===== src/hdl/gle_pkg.sv =====
// Shared constants and types for the Golomb encoder.
// Used by gle_div, gle_pack and golomb_encoder; depends on nothing.
package gle_pkg;

  // Field widths
  localparam int SAMPLE_W  = 16;
  localparam int DIV_W     = 16;
  localparam int DIV_CNT_W = $clog2(DIV_W);
  localparam int MAX_UNARY = 1023;
  localparam int UNARY_W   = 10;
  localparam int CHUNK_W   = 32;
  localparam int CHUNK_LOG = $clog2(CHUNK_W);
  localparam int BITS_W    = 6;
  localparam int TOTAL_W   = 11;
  localparam int NB_W      = 5;
  localparam int SFX_W     = DIV_W + 1;
  localparam int SFX_CNT_W = 5;
  localparam int ZCNT_W    = UNARY_W - CHUNK_LOG;

  // Reset value of the divisor and its derived terms
  localparam logic [DIV_W-1:0] DIVISOR_RST = DIV_W'(4);
  localparam logic [NB_W-1:0]  WIDTH_RST   = NB_W'(2);

  // One codeword job handed from the front end to the packer
  typedef struct packed {
    logic               ovf;
    logic [UNARY_W-1:0] quot;
    logic [NB_W-1:0]    nb;
    logic [DIV_W-1:0]   val;
    logic [TOTAL_W-1:0] total;
  } gle_job_t;

endpackage


===== src/hdl/gle_div.sv =====
// Zigzag fold and bit-serial restoring divider, one quotient bit per cycle.
// Depends on gle_pkg.
module gle_div import gle_pkg::*; (
  input  logic                clk_i,
  input  logic                rst_ni,
  input  logic                start_i,
  input  logic [SAMPLE_W-1:0] sample_i,
  input  logic [DIV_W-1:0]    divisor_i,
  output logic                done_o,
  output logic [DIV_W-1:0]    quot_o,
  output logic [DIV_W-1:0]    rem_o
);

  logic                 busy_q, busy_d;
  logic                 done_q, done_d;
  logic [DIV_CNT_W-1:0] cnt_q, cnt_d;
  logic [DIV_W-1:0]     dvd_q, dvd_d;
  logic [DIV_W-1:0]     rem_q, rem_d;
  logic [DIV_W-1:0]     folded;
  logic [DIV_W:0]       trial;
  logic [DIV_W:0]       diff;

  // Fold: n >= 0 maps to 2n, n < 0 maps to -2n-1
  assign folded = {sample_i[SAMPLE_W-2:0], 1'b0} ^ {DIV_W{sample_i[SAMPLE_W-1]}};

  // One restoring step: shift in a dividend bit, subtract if it fits
  assign trial = {rem_q, dvd_q[DIV_W-1]};
  assign diff  = trial - {1'b0, divisor_i};

  always_comb begin
    busy_d = busy_q;
    done_d = 1'b0;
    cnt_d  = cnt_q;
    dvd_d  = dvd_q;
    rem_d  = rem_q;
    if (start_i && !busy_q) begin
      busy_d = 1'b1;
      cnt_d  = DIV_CNT_W'(DIV_W - 1);
      dvd_d  = folded;
      rem_d  = '0;
    end else if (busy_q) begin
      if (!diff[DIV_W]) begin
        rem_d = diff[DIV_W-1:0];
        dvd_d = {dvd_q[DIV_W-2:0], 1'b1};
      end else begin
        rem_d = trial[DIV_W-1:0];
        dvd_d = {dvd_q[DIV_W-2:0], 1'b0};
      end
      cnt_d = cnt_q - DIV_CNT_W'(1);
      if (cnt_q == '0) begin
        busy_d = 1'b0;
        done_d = 1'b1;
      end
    end
  end

  always_ff @(posedge clk_i or negedge rst_ni) begin
    if (!rst_ni) begin
      busy_q <= 1'b0;
      done_q <= 1'b0;
      cnt_q  <= '0;
    end else begin
      busy_q <= busy_d;
      done_q <= done_d;
      cnt_q  <= cnt_d;
    end
  end

  always_ff @(posedge clk_i) begin
    dvd_q <= dvd_d;
    rem_q <= rem_d;
  end

  assign done_o = done_q;
  assign quot_o = dvd_q;
  assign rem_o  = rem_q;

endmodule


===== src/hdl/gle_pack.sv =====
// Codeword packer: an overflow word, or whole zero words for the unary run, then the
// terminating one and remainder, one bit per unstalled cycle. Depends on gle_pkg.
module gle_pack import gle_pkg::*; (
  input  logic               clk_i,
  input  logic               rst_ni,
  input  logic               start_i,
  input  gle_job_t           job_i,
  output logic               done_o,
  output logic               out_valid_o,
  input  logic               out_stall_i,
  output logic [CHUNK_W-1:0] code_chunk_o,
  output logic [BITS_W-1:0]  chunk_bits_o,
  output logic [TOTAL_W-1:0] total_bits_o,
  output logic               overflow_o,
  output logic               last_o
);

  localparam logic [1:0] ST_IDLE = 2'd0;
  localparam logic [1:0] ST_OVF  = 2'd1;
  localparam logic [1:0] ST_ZERO = 2'd2;
  localparam logic [1:0] ST_SFX  = 2'd3;

  logic [1:0]           state_q, state_d;
  logic [ZCNT_W-1:0]    zcnt_q, zcnt_d;
  logic [SFX_CNT_W-1:0] left_q, left_d;
  logic [BITS_W-1:0]    cnt_q, cnt_d;
  logic [CHUNK_W-1:0]   acc_q, acc_d;
  logic [SFX_W-1:0]     sfx_q, sfx_d;
  logic [TOTAL_W-1:0]   total_q, total_d;

  logic                 ovalid_q, ovalid_d;
  logic [CHUNK_W-1:0]   ochunk_q, ochunk_d;
  logic [BITS_W-1:0]    obits_q, obits_d;
  logic [TOTAL_W-1:0]   ototal_q, ototal_d;
  logic                 oovf_q, oovf_d;
  logic                 olast_q, olast_d;

  logic                 out_free;
  logic                 load;
  logic                 fin;
  logic [SFX_W-1:0]     sfx_raw;
  logic [SFX_W-1:0]     sfx_align;
  logic [CHUNK_W-1:0]   acc_new;
  logic [BITS_W-1:0]    cnt_new;

  assign out_free = !ovalid_q || !out_stall_i;

  // Suffix: a one followed by nb remainder bits, left-aligned for MSB-first shifting
  assign sfx_raw   = SFX_W'(job_i.val) | (SFX_W'(1) << job_i.nb);
  assign sfx_align = sfx_raw << (NB_W'(SFX_W - 1) - job_i.nb);

  assign acc_new = {acc_q[CHUNK_W-2:0], sfx_q[SFX_W-1]};
  assign cnt_new = cnt_q + BITS_W'(1);

  always_comb begin
    state_d  = state_q;
    zcnt_d   = zcnt_q;
    left_d   = left_q;
    cnt_d    = cnt_q;
    acc_d    = acc_q;
    sfx_d    = sfx_q;
    total_d  = total_q;
    load     = 1'b0;
    fin      = 1'b0;
    ochunk_d = ochunk_q;
    obits_d  = obits_q;
    ototal_d = ototal_q;
    oovf_d   = oovf_q;
    olast_d  = olast_q;

    unique case (state_q)
      ST_IDLE: begin
        if (start_i) begin
          // Leading zeros of the last partial word stay implicit in acc
          zcnt_d  = job_i.quot[UNARY_W-1:CHUNK_LOG];
          cnt_d   = BITS_W'(job_i.quot[CHUNK_LOG-1:0]);
          acc_d   = '0;
          sfx_d   = sfx_align;
          left_d  = SFX_CNT_W'(job_i.nb) + SFX_CNT_W'(1);
          total_d = job_i.total;
          if (job_i.ovf) begin
            state_d = ST_OVF;
          end else if (job_i.quot[UNARY_W-1:CHUNK_LOG] != '0) begin
            state_d = ST_ZERO;
          end else begin
            state_d = ST_SFX;
          end
        end
      end
      ST_OVF: begin
        if (out_free) begin
          load     = 1'b1;
          fin      = 1'b1;
          ochunk_d = '0;
          obits_d  = '0;
          ototal_d = '0;
          oovf_d   = 1'b1;
          olast_d  = 1'b1;
          state_d  = ST_IDLE;
        end
      end
      ST_ZERO: begin
        // Emit one full word of the unary run
        if (out_free) begin
          load     = 1'b1;
          ochunk_d = '0;
          obits_d  = BITS_W'(CHUNK_W);
          ototal_d = '0;
          oovf_d   = 1'b0;
          olast_d  = 1'b0;
          zcnt_d   = zcnt_q - ZCNT_W'(1);
          if (zcnt_q == ZCNT_W'(1)) begin
            state_d = ST_SFX;
          end
        end
      end
      ST_SFX: begin
        // Shift one suffix bit into the word under construction
        if (out_free) begin
          sfx_d  = {sfx_q[SFX_W-2:0], 1'b0};
          left_d = left_q - SFX_CNT_W'(1);
          if (left_q == SFX_CNT_W'(1)) begin
            load     = 1'b1;
            fin      = 1'b1;
            ochunk_d = acc_new;
            obits_d  = cnt_new;
            ototal_d = total_q;
            oovf_d   = 1'b0;
            olast_d  = 1'b1;
            state_d  = ST_IDLE;
          end else if (cnt_new == BITS_W'(CHUNK_W)) begin
            load     = 1'b1;
            ochunk_d = acc_new;
            obits_d  = cnt_new;
            ototal_d = '0;
            oovf_d   = 1'b0;
            olast_d  = 1'b0;
            acc_d    = '0;
            cnt_d    = '0;
          end else begin
            acc_d = acc_new;
            cnt_d = cnt_new;
          end
        end
      end
      default: begin
        state_d = ST_IDLE;
      end
    endcase
  end

  // Output word register: hold while stalled, drop once taken
  always_comb begin
    ovalid_d = ovalid_q;
    if (out_free) begin
      ovalid_d = load;
    end
  end

  always_ff @(posedge clk_i or negedge rst_ni) begin
    if (!rst_ni) begin
      state_q  <= ST_IDLE;
      ovalid_q <= 1'b0;
    end else begin
      state_q  <= state_d;
      ovalid_q <= ovalid_d;
    end
  end

  always_ff @(posedge clk_i) begin
    zcnt_q   <= zcnt_d;
    left_q   <= left_d;
    cnt_q    <= cnt_d;
    acc_q    <= acc_d;
    sfx_q    <= sfx_d;
    total_q  <= total_d;
    ochunk_q <= ochunk_d;
    obits_q  <= obits_d;
    ototal_q <= ototal_d;
    oovf_q   <= oovf_d;
    olast_q  <= olast_d;
  end

  assign done_o       = fin;
  assign out_valid_o  = ovalid_q;
  assign code_chunk_o = ochunk_q;
  assign chunk_bits_o = obits_q;
  assign total_bits_o = ototal_q;
  assign overflow_o   = oovf_q;
  assign last_o       = olast_q;

endmodule


===== src/hdl/golomb_encoder.sv =====
// Golomb encoder top level: divisor register, remainder coding and control.
// Depends on gle_pkg, gle_div and gle_pack.
//
// Usage:
//   Input channel: sample_i with in_valid_i / in_stall_o. One signed sample
//   is taken per codeword; the block then stalls input until the codeword is
//   fully handed to the output register.
//   Output channel: code_chunk_o, chunk_bits_o, total_bits_o, overflow_o and
//   last_o with out_valid_o / out_stall_i. A codeword leaves as one or more
//   words of up to 32 bits, right-aligned, last_o and total_bits_o on the
//   final one. A quotient above 1023 gives a single word with overflow_o.
//   Configuration: cfg_we_i writes cfg_wdata_i as the divisor (0 acts as 1).
//   Write it only while the block is idle.
// Operation: each item passes through the bit-serial divider, then the packer,
//   which emits full zero words of the unary part one word per cycle and then
//   shifts in the terminating one and the remainder bit by bit, both only
//   while the output is not stalled. An item whose quotient overflows skips
//   both and ends in the overflow word.
// Reset: clears all control and sets the divisor to 4. A stalled receiver
//   holds the output word and pauses the packer in place.
module golomb_encoder import gle_pkg::*; (
  input  logic                clk_i,
  input  logic                rst_ni,
  input  logic                cfg_we_i,
  input  logic [DIV_W-1:0]    cfg_wdata_i,
  input  logic                in_valid_i,
  output logic                in_stall_o,
  input  logic [SAMPLE_W-1:0] sample_i,
  output logic                out_valid_o,
  input  logic                out_stall_i,
  output logic [CHUNK_W-1:0]  code_chunk_o,
  output logic [BITS_W-1:0]   chunk_bits_o,
  output logic [TOTAL_W-1:0]  total_bits_o,
  output logic                overflow_o,
  output logic                last_o
);

  logic [DIV_W-1:0] div_q, div_d;
  logic [NB_W-1:0]  width_q, width_d;
  logic [DIV_W-1:0] xoff_q, xoff_d;
  logic             busy_q, busy_d;

  logic [DIV_W-1:0] m_eff;
  logic [DIV_W-1:0] m_less;
  logic             accept;
  logic             div_done;
  logic [DIV_W-1:0] quot;
  logic [DIV_W-1:0] rem;
  logic             pack_done;
  logic             short_code;
  gle_job_t         job;

  // Derive divisor, remainder width b and truncation offset 2^b - m on write
  always_comb begin
    m_eff   = (cfg_wdata_i == '0) ? DIV_W'(1) : cfg_wdata_i;
    m_less  = m_eff - DIV_W'(1);
    width_d = '0;
    for (int i = 0; i < DIV_W; i++) begin
      if (m_less[i]) begin
        width_d = NB_W'(i + 1);
      end
    end
    xoff_d = DIV_W'((SFX_W'(1) << width_d) - SFX_W'(m_eff));
    div_d  = m_eff;
  end

  always_ff @(posedge clk_i or negedge rst_ni) begin
    if (!rst_ni) begin
      div_q   <= DIVISOR_RST;
      width_q <= WIDTH_RST;
      xoff_q  <= '0;
    end else if (cfg_we_i) begin
      div_q   <= div_d;
      width_q <= width_d;
      xoff_q  <= xoff_d;
    end
  end

  // Hold input off from acceptance until the packer has issued the last word
  assign accept     = in_valid_i && !busy_q;
  assign in_stall_o = busy_q;

  always_comb begin
    busy_d = busy_q;
    if (accept) begin
      busy_d = 1'b1;
    end else if (pack_done) begin
      busy_d = 1'b0;
    end
  end

  always_ff @(posedge clk_i or negedge rst_ni) begin
    if (!rst_ni) begin
      busy_q <= 1'b0;
    end else begin
      busy_q <= busy_d;
    end
  end

  gle_div u_div (
    .clk_i     (clk_i),
    .rst_ni    (rst_ni),
    .start_i   (accept),
    .sample_i  (sample_i),
    .divisor_i (div_q),
    .done_o    (div_done),
    .quot_o    (quot),
    .rem_o     (rem)
  );

  // Truncated binary remainder: short form below the offset, else offset added
  always_comb begin
    short_code = rem < xoff_q;
    job.ovf    = quot > DIV_W'(MAX_UNARY);
    job.quot   = quot[UNARY_W-1:0];
    job.nb     = short_code ? (width_q - NB_W'(1)) : width_q;
    job.val    = short_code ? rem : (rem + xoff_q);
    job.total  = TOTAL_W'(quot[UNARY_W-1:0]) + TOTAL_W'(1) + TOTAL_W'(job.nb);
  end

  gle_pack u_pack (
    .clk_i        (clk_i),
    .rst_ni       (rst_ni),
    .start_i      (div_done),
    .job_i        (job),
    .done_o       (pack_done),
    .out_valid_o  (out_valid_o),
    .out_stall_i  (out_stall_i),
    .code_chunk_o (code_chunk_o),
    .chunk_bits_o (chunk_bits_o),
    .total_bits_o (total_bits_o),
    .overflow_o   (overflow_o),
    .last_o       (last_o)
  );

endmodule

===== config.mk =====
export PLATFORM = sky130hd
export DESIGN_NAME = golomb_encoder
export DESIGN_NICKNAME = d
export VERILOG_FILES = /design/src/hdl/gle_pkg.sv /design/src/hdl/gle_div.sv /design/src/hdl/gle_pack.sv /design/src/hdl/golomb_encoder.sv
export SDC_FILE = /design/constraint.sdc
export NUM_CORES = 1
export LEC_CHECK = 0
export BUFFER_PORTS_ARGS = -buffer_cell sky130_fd_sc_hd__buf_2
export CAP_MARGIN = 5
export CELL_PAD_IN_SITES_DETAIL_PLACEMENT = 1
export CELL_PAD_IN_SITES_GLOBAL_PLACEMENT = 1
export CORE_MARGIN = 2
export CORE_UTILIZATION = 35
export DETAILED_ROUTE_END_ITERATION = 8
export PLACE_DENSITY = 0.59
export SLEW_MARGIN = 20
export SYNTH_ARGS = -nofsm -noshare
export SYNTH_HDL_FRONTEND = slang
export SYNTH_SLANG_ARGS = --single-unit

===== constraint.sdc =====
create_clock -name clk_i -period 6.85 [get_ports clk_i]
set_input_delay 0.3425 -clock clk_i [delete_from_list [all_inputs] [get_ports clk_i]]
set_output_delay 0.3425 -clock clk_i [all_outputs]
set_load 0.02 [all_outputs]

==> impl_metrics.env <==
export IMPL_synth_cell_types=95
export IMPL_antenna_cells=0
export IMPL_synth_warnings=0
export IMPL_grt_max_degree=85
export IMPL_antenna_left=0
export IMPL_cts_setup_buffers=0
export IMPL_yosys_area_share_xor_xnor=0.0449
export IMPL_antenna_found_initial=0
export IMPL_fin_tns_setup_ns=0
export IMPL_yosysTopAreaCell="edfxtp_1"
export IMPL_area_growth_pct=12.9
export IMPL_fin_crit_sh=0.844
export IMPL_drive_gt1_frac=0.135
export IMPL_worst_skew_pair_late_latency_ns=0.56
export IMPL_yosysTopAreaCellShare=0.313
export IMPL_die_x_um=201
export IMPL_finalClockSkew_ns=0.0284
export IMPL_h_tree_depth=1
export IMPL_firstDrtPassIters=4
export IMPL_port_buffers=89
export IMPL_start_util=0.353
export IMPL_wl_mm=38.0
export IMPL_dieHeight_um=201
export IMPL_netlist_top_cells_area="edfxtp_1 31%, dfrtp_1 8.3%, ha_1 8.3%"
export IMPL_synthCells=1421
export IMPL_vias=10576
export IMPL_synth_compound_area_share=0.171
export IMPL_end_kind="flop"
export IMPL_fmax_mhz=173
export IMPL_yosys_area_share_simple=0.191
export IMPL_clkSinkCount=205
export IMPL_synth_edf_count=142
export IMPL_startpoint_type="primary input"
export IMPL_path_buf_inv=2
export IMPL_post_route_min_period_ns=5.78
export IMPL_io_pins=90
export IMPL_ir_drop_uv=205
export IMPL_hold_viol=0
export IMPL_cp_common_cell="o21ai_0"
export IMPL_finalWorstSetupSlack_ns=1.07
export IMPL_cp_arrival_ns=6.19
export IMPL_synth_nets=1552
export IMPL_cts_buffers=25
export IMPL_synth_top_family_by_area="simple AND/OR/NAND/NOR gates"
export IMPL_p_leak_nw=6.34
export IMPL_relSlewSlack=0.403
export IMPL_wl_per_cell_um=18.8
export IMPL_first_iter_violations=414
export IMPL_worstPathRequired_ns=7.26
export IMPL_fillers=4490
export IMPL_setup_violations=0
export IMPL_grt_pass1_wl_mm=61.7
export IMPL_timing_worst_setup_path_type="primary input to flop"
export IMPL_power_density_nw_per_um2=517
export IMPL_synthAdderAreaFrac=0.0886
export IMPL_hold_class="primary input to flop"
export IMPL_grt_use_total=0.188
export IMPL_core_area_sq_um=38600
export IMPL_place_ws_ns=0.562
export IMPL_synthFlopType="edfxtp_1"
export IMPL_fp_dieArea_sq_um=40500
export IMPL_synthMuxAreaShare=0.0322
export IMPL_clk_path_buf_depth=3
export IMPL_cts_tree="built"
export IMPL_nets=1615
export IMPL_synth_area_sq_um=13600
export IMPL_synth_seq_area_share=0.423
export IMPL_report_final_slew_viol_count=0
export IMPL_rsz0062_at_grt="false"
export IMPL_clkTransAtPathRegs_ns=0.06
export IMPL_grt_overflow=0
export IMPL_synthArstFlopShare=0.229
export IMPL_worst_slew_pin_slew_ns=0.889
export IMPL_cp_top_family="compound AO/OA/AOI/OAI gates"
export IMPL_gp_congestion=0.821
export IMPL_max_cap_violations=0
export IMPL_drc=0
export IMPL_synth_most_common_cell="edfxtp_1"
export IMPL_slowest_delay_ns=0.50
export IMPL_crit_slowest_cell="o31ai_1"
export IMPL_synth_common_cells="142 x edfxtp_1, 113 x nor2_1, 111 x nand2_1"
export IMPL_avgSynthCellArea_sq_um=9.58
export IMPL_via_per_inst=5.23
export IMPL_rows=72
export IMPL_grt_pass1_vias=11030
export IMPL_root_buffer="clkbuf_16"
export IMPL_ys_ff_latch=205
export IMPL_outcome="finished clean"
export IMPL_crit_fanout=9
export IMPL_hpwl_mm=28.7
[logic make-up after synthesis]
logic type / Yosys count
flops: 205
mux: 41
fa+ha+maj: 94
xor+xnor: 69
simple gates: 496
buf+inv: 171
compound gates: 345
[routing by layer]
metal	part of all wire	vias to the layer above	track usage	wire length, um
li1	-	5252	-	-
met1	0.49	5172	0.265	18600
met2	0.46	121	0.311	17600
met3	0.034	31	0.0261	1310
met4	0.014	0	0.0344	540
met5	0	-	0	0
[area by class of cell]
type	count	area [sq um]	area share
inverter	105	394	0.0256
timing repair buffer	102	566	0.0368
multi-input combinational	1045	7230	0.470
tap	518	648	0.0421
sequential	205	5760	0.375
clock inverter	11	97.6	0.00635
clock buffer	35	683	0.0444
[registers in the layout, summed over array words and instances, names as in the netlist, 6 cells and up]
signal / flops
u_div.rem_o: 16
u_pack.acc_q: 31
u_pack.total_bits_o: 11
u_pack.total_q: 11
u_div.quot_o: 16
u_pack.chunk_bits_o: 6
u_pack.sfx_q: 17
div_q: 16
u_pack.code_chunk_o: 32
u_pack.cnt_q: 6
xoff_q: 16
[tightest hold or removal path: stages]
cell      delay [ns]
buf_2           0.08
nand2b_1        0.11
nand2_1         0.08
[where the power goes]
part | switching, mW | total (mW) | internal, mW
Sequential | 0.315 | 2.31 | 1.99
Combinational | 2.70 | 4.36 | 1.67
Clock | 0.536 | 1.27 | 0.738
[repair_timing]
item | CTS | global route
hold buffers | 1 | 0
resized for setup | 0 | 0
endpoints found under the hold margin | 45 | 0
[cells in the final DEF, fill, tap and decap left out, types with 17 or more instances in the layout]
cell type,synthesis,routed
ha_1,90,89
and3_1,23,23
a21oi_1,82,82
mux2i_1,28,28
nand2_1,111,111
buf_2,10,89
o21ai_0,73,73
nand3_1,34,34
nor2b_1,50,49
nor3_1,34,34
dfrtp_1,45,45
nor2_1,113,112
clkbuf_16,0,25
inv_1,101,101
edfxtp_1,142,142
xor2_1,17,17
and2_1,39,39
xnor2_1,51,51
a211oi_1,21,19
[through the flow]
step	cells	utilization	total power, mW	hold WS [ns]	cell area (sq um)
floorplan	1421	-	5.43	0.0469	13600
global placement	1973	0.378	6.63	0.461	14600
detailed placement	1973	0.378	6.69	0.474	14600
CTS	2020	0.398	8.01	0.0974	15400
global route	2021	0.399	8.58	0.138	15400
finish	2021	0.399	7.95	0.109	15400
[final timing paths]
kind | cells past startpoint | slack [ns] | start | to
max | 26 | 1.07 | cfg_wdata_i[1] | xoff_q[13]$_DFFE_PN0P_
min | 3 | 0.11 | in_valid_i | in_stall_o$_DFFE_PN0P_
max reg2reg | 15 | 1.30 | xoff_q[13]$_DFFE_PN0P_ | u_pack.sfx_q[13]$_DFFE_PP_
min reg2reg | 1 | 0.48 | u_div.cnt_q[3]$_DFFE_PN0P_ | u_div.done_o$_DFF_PN0_
max in group asynchronous | 3 | 5.94 | rst_ni | div_q[15]$_DFFE_PN0P_
min in group asynchronous | 3 | 0.44 | rst_ni | div_q[1]$_DFFE_PN0P_
No activity file was read; power rests on OpenSTA's default activity.
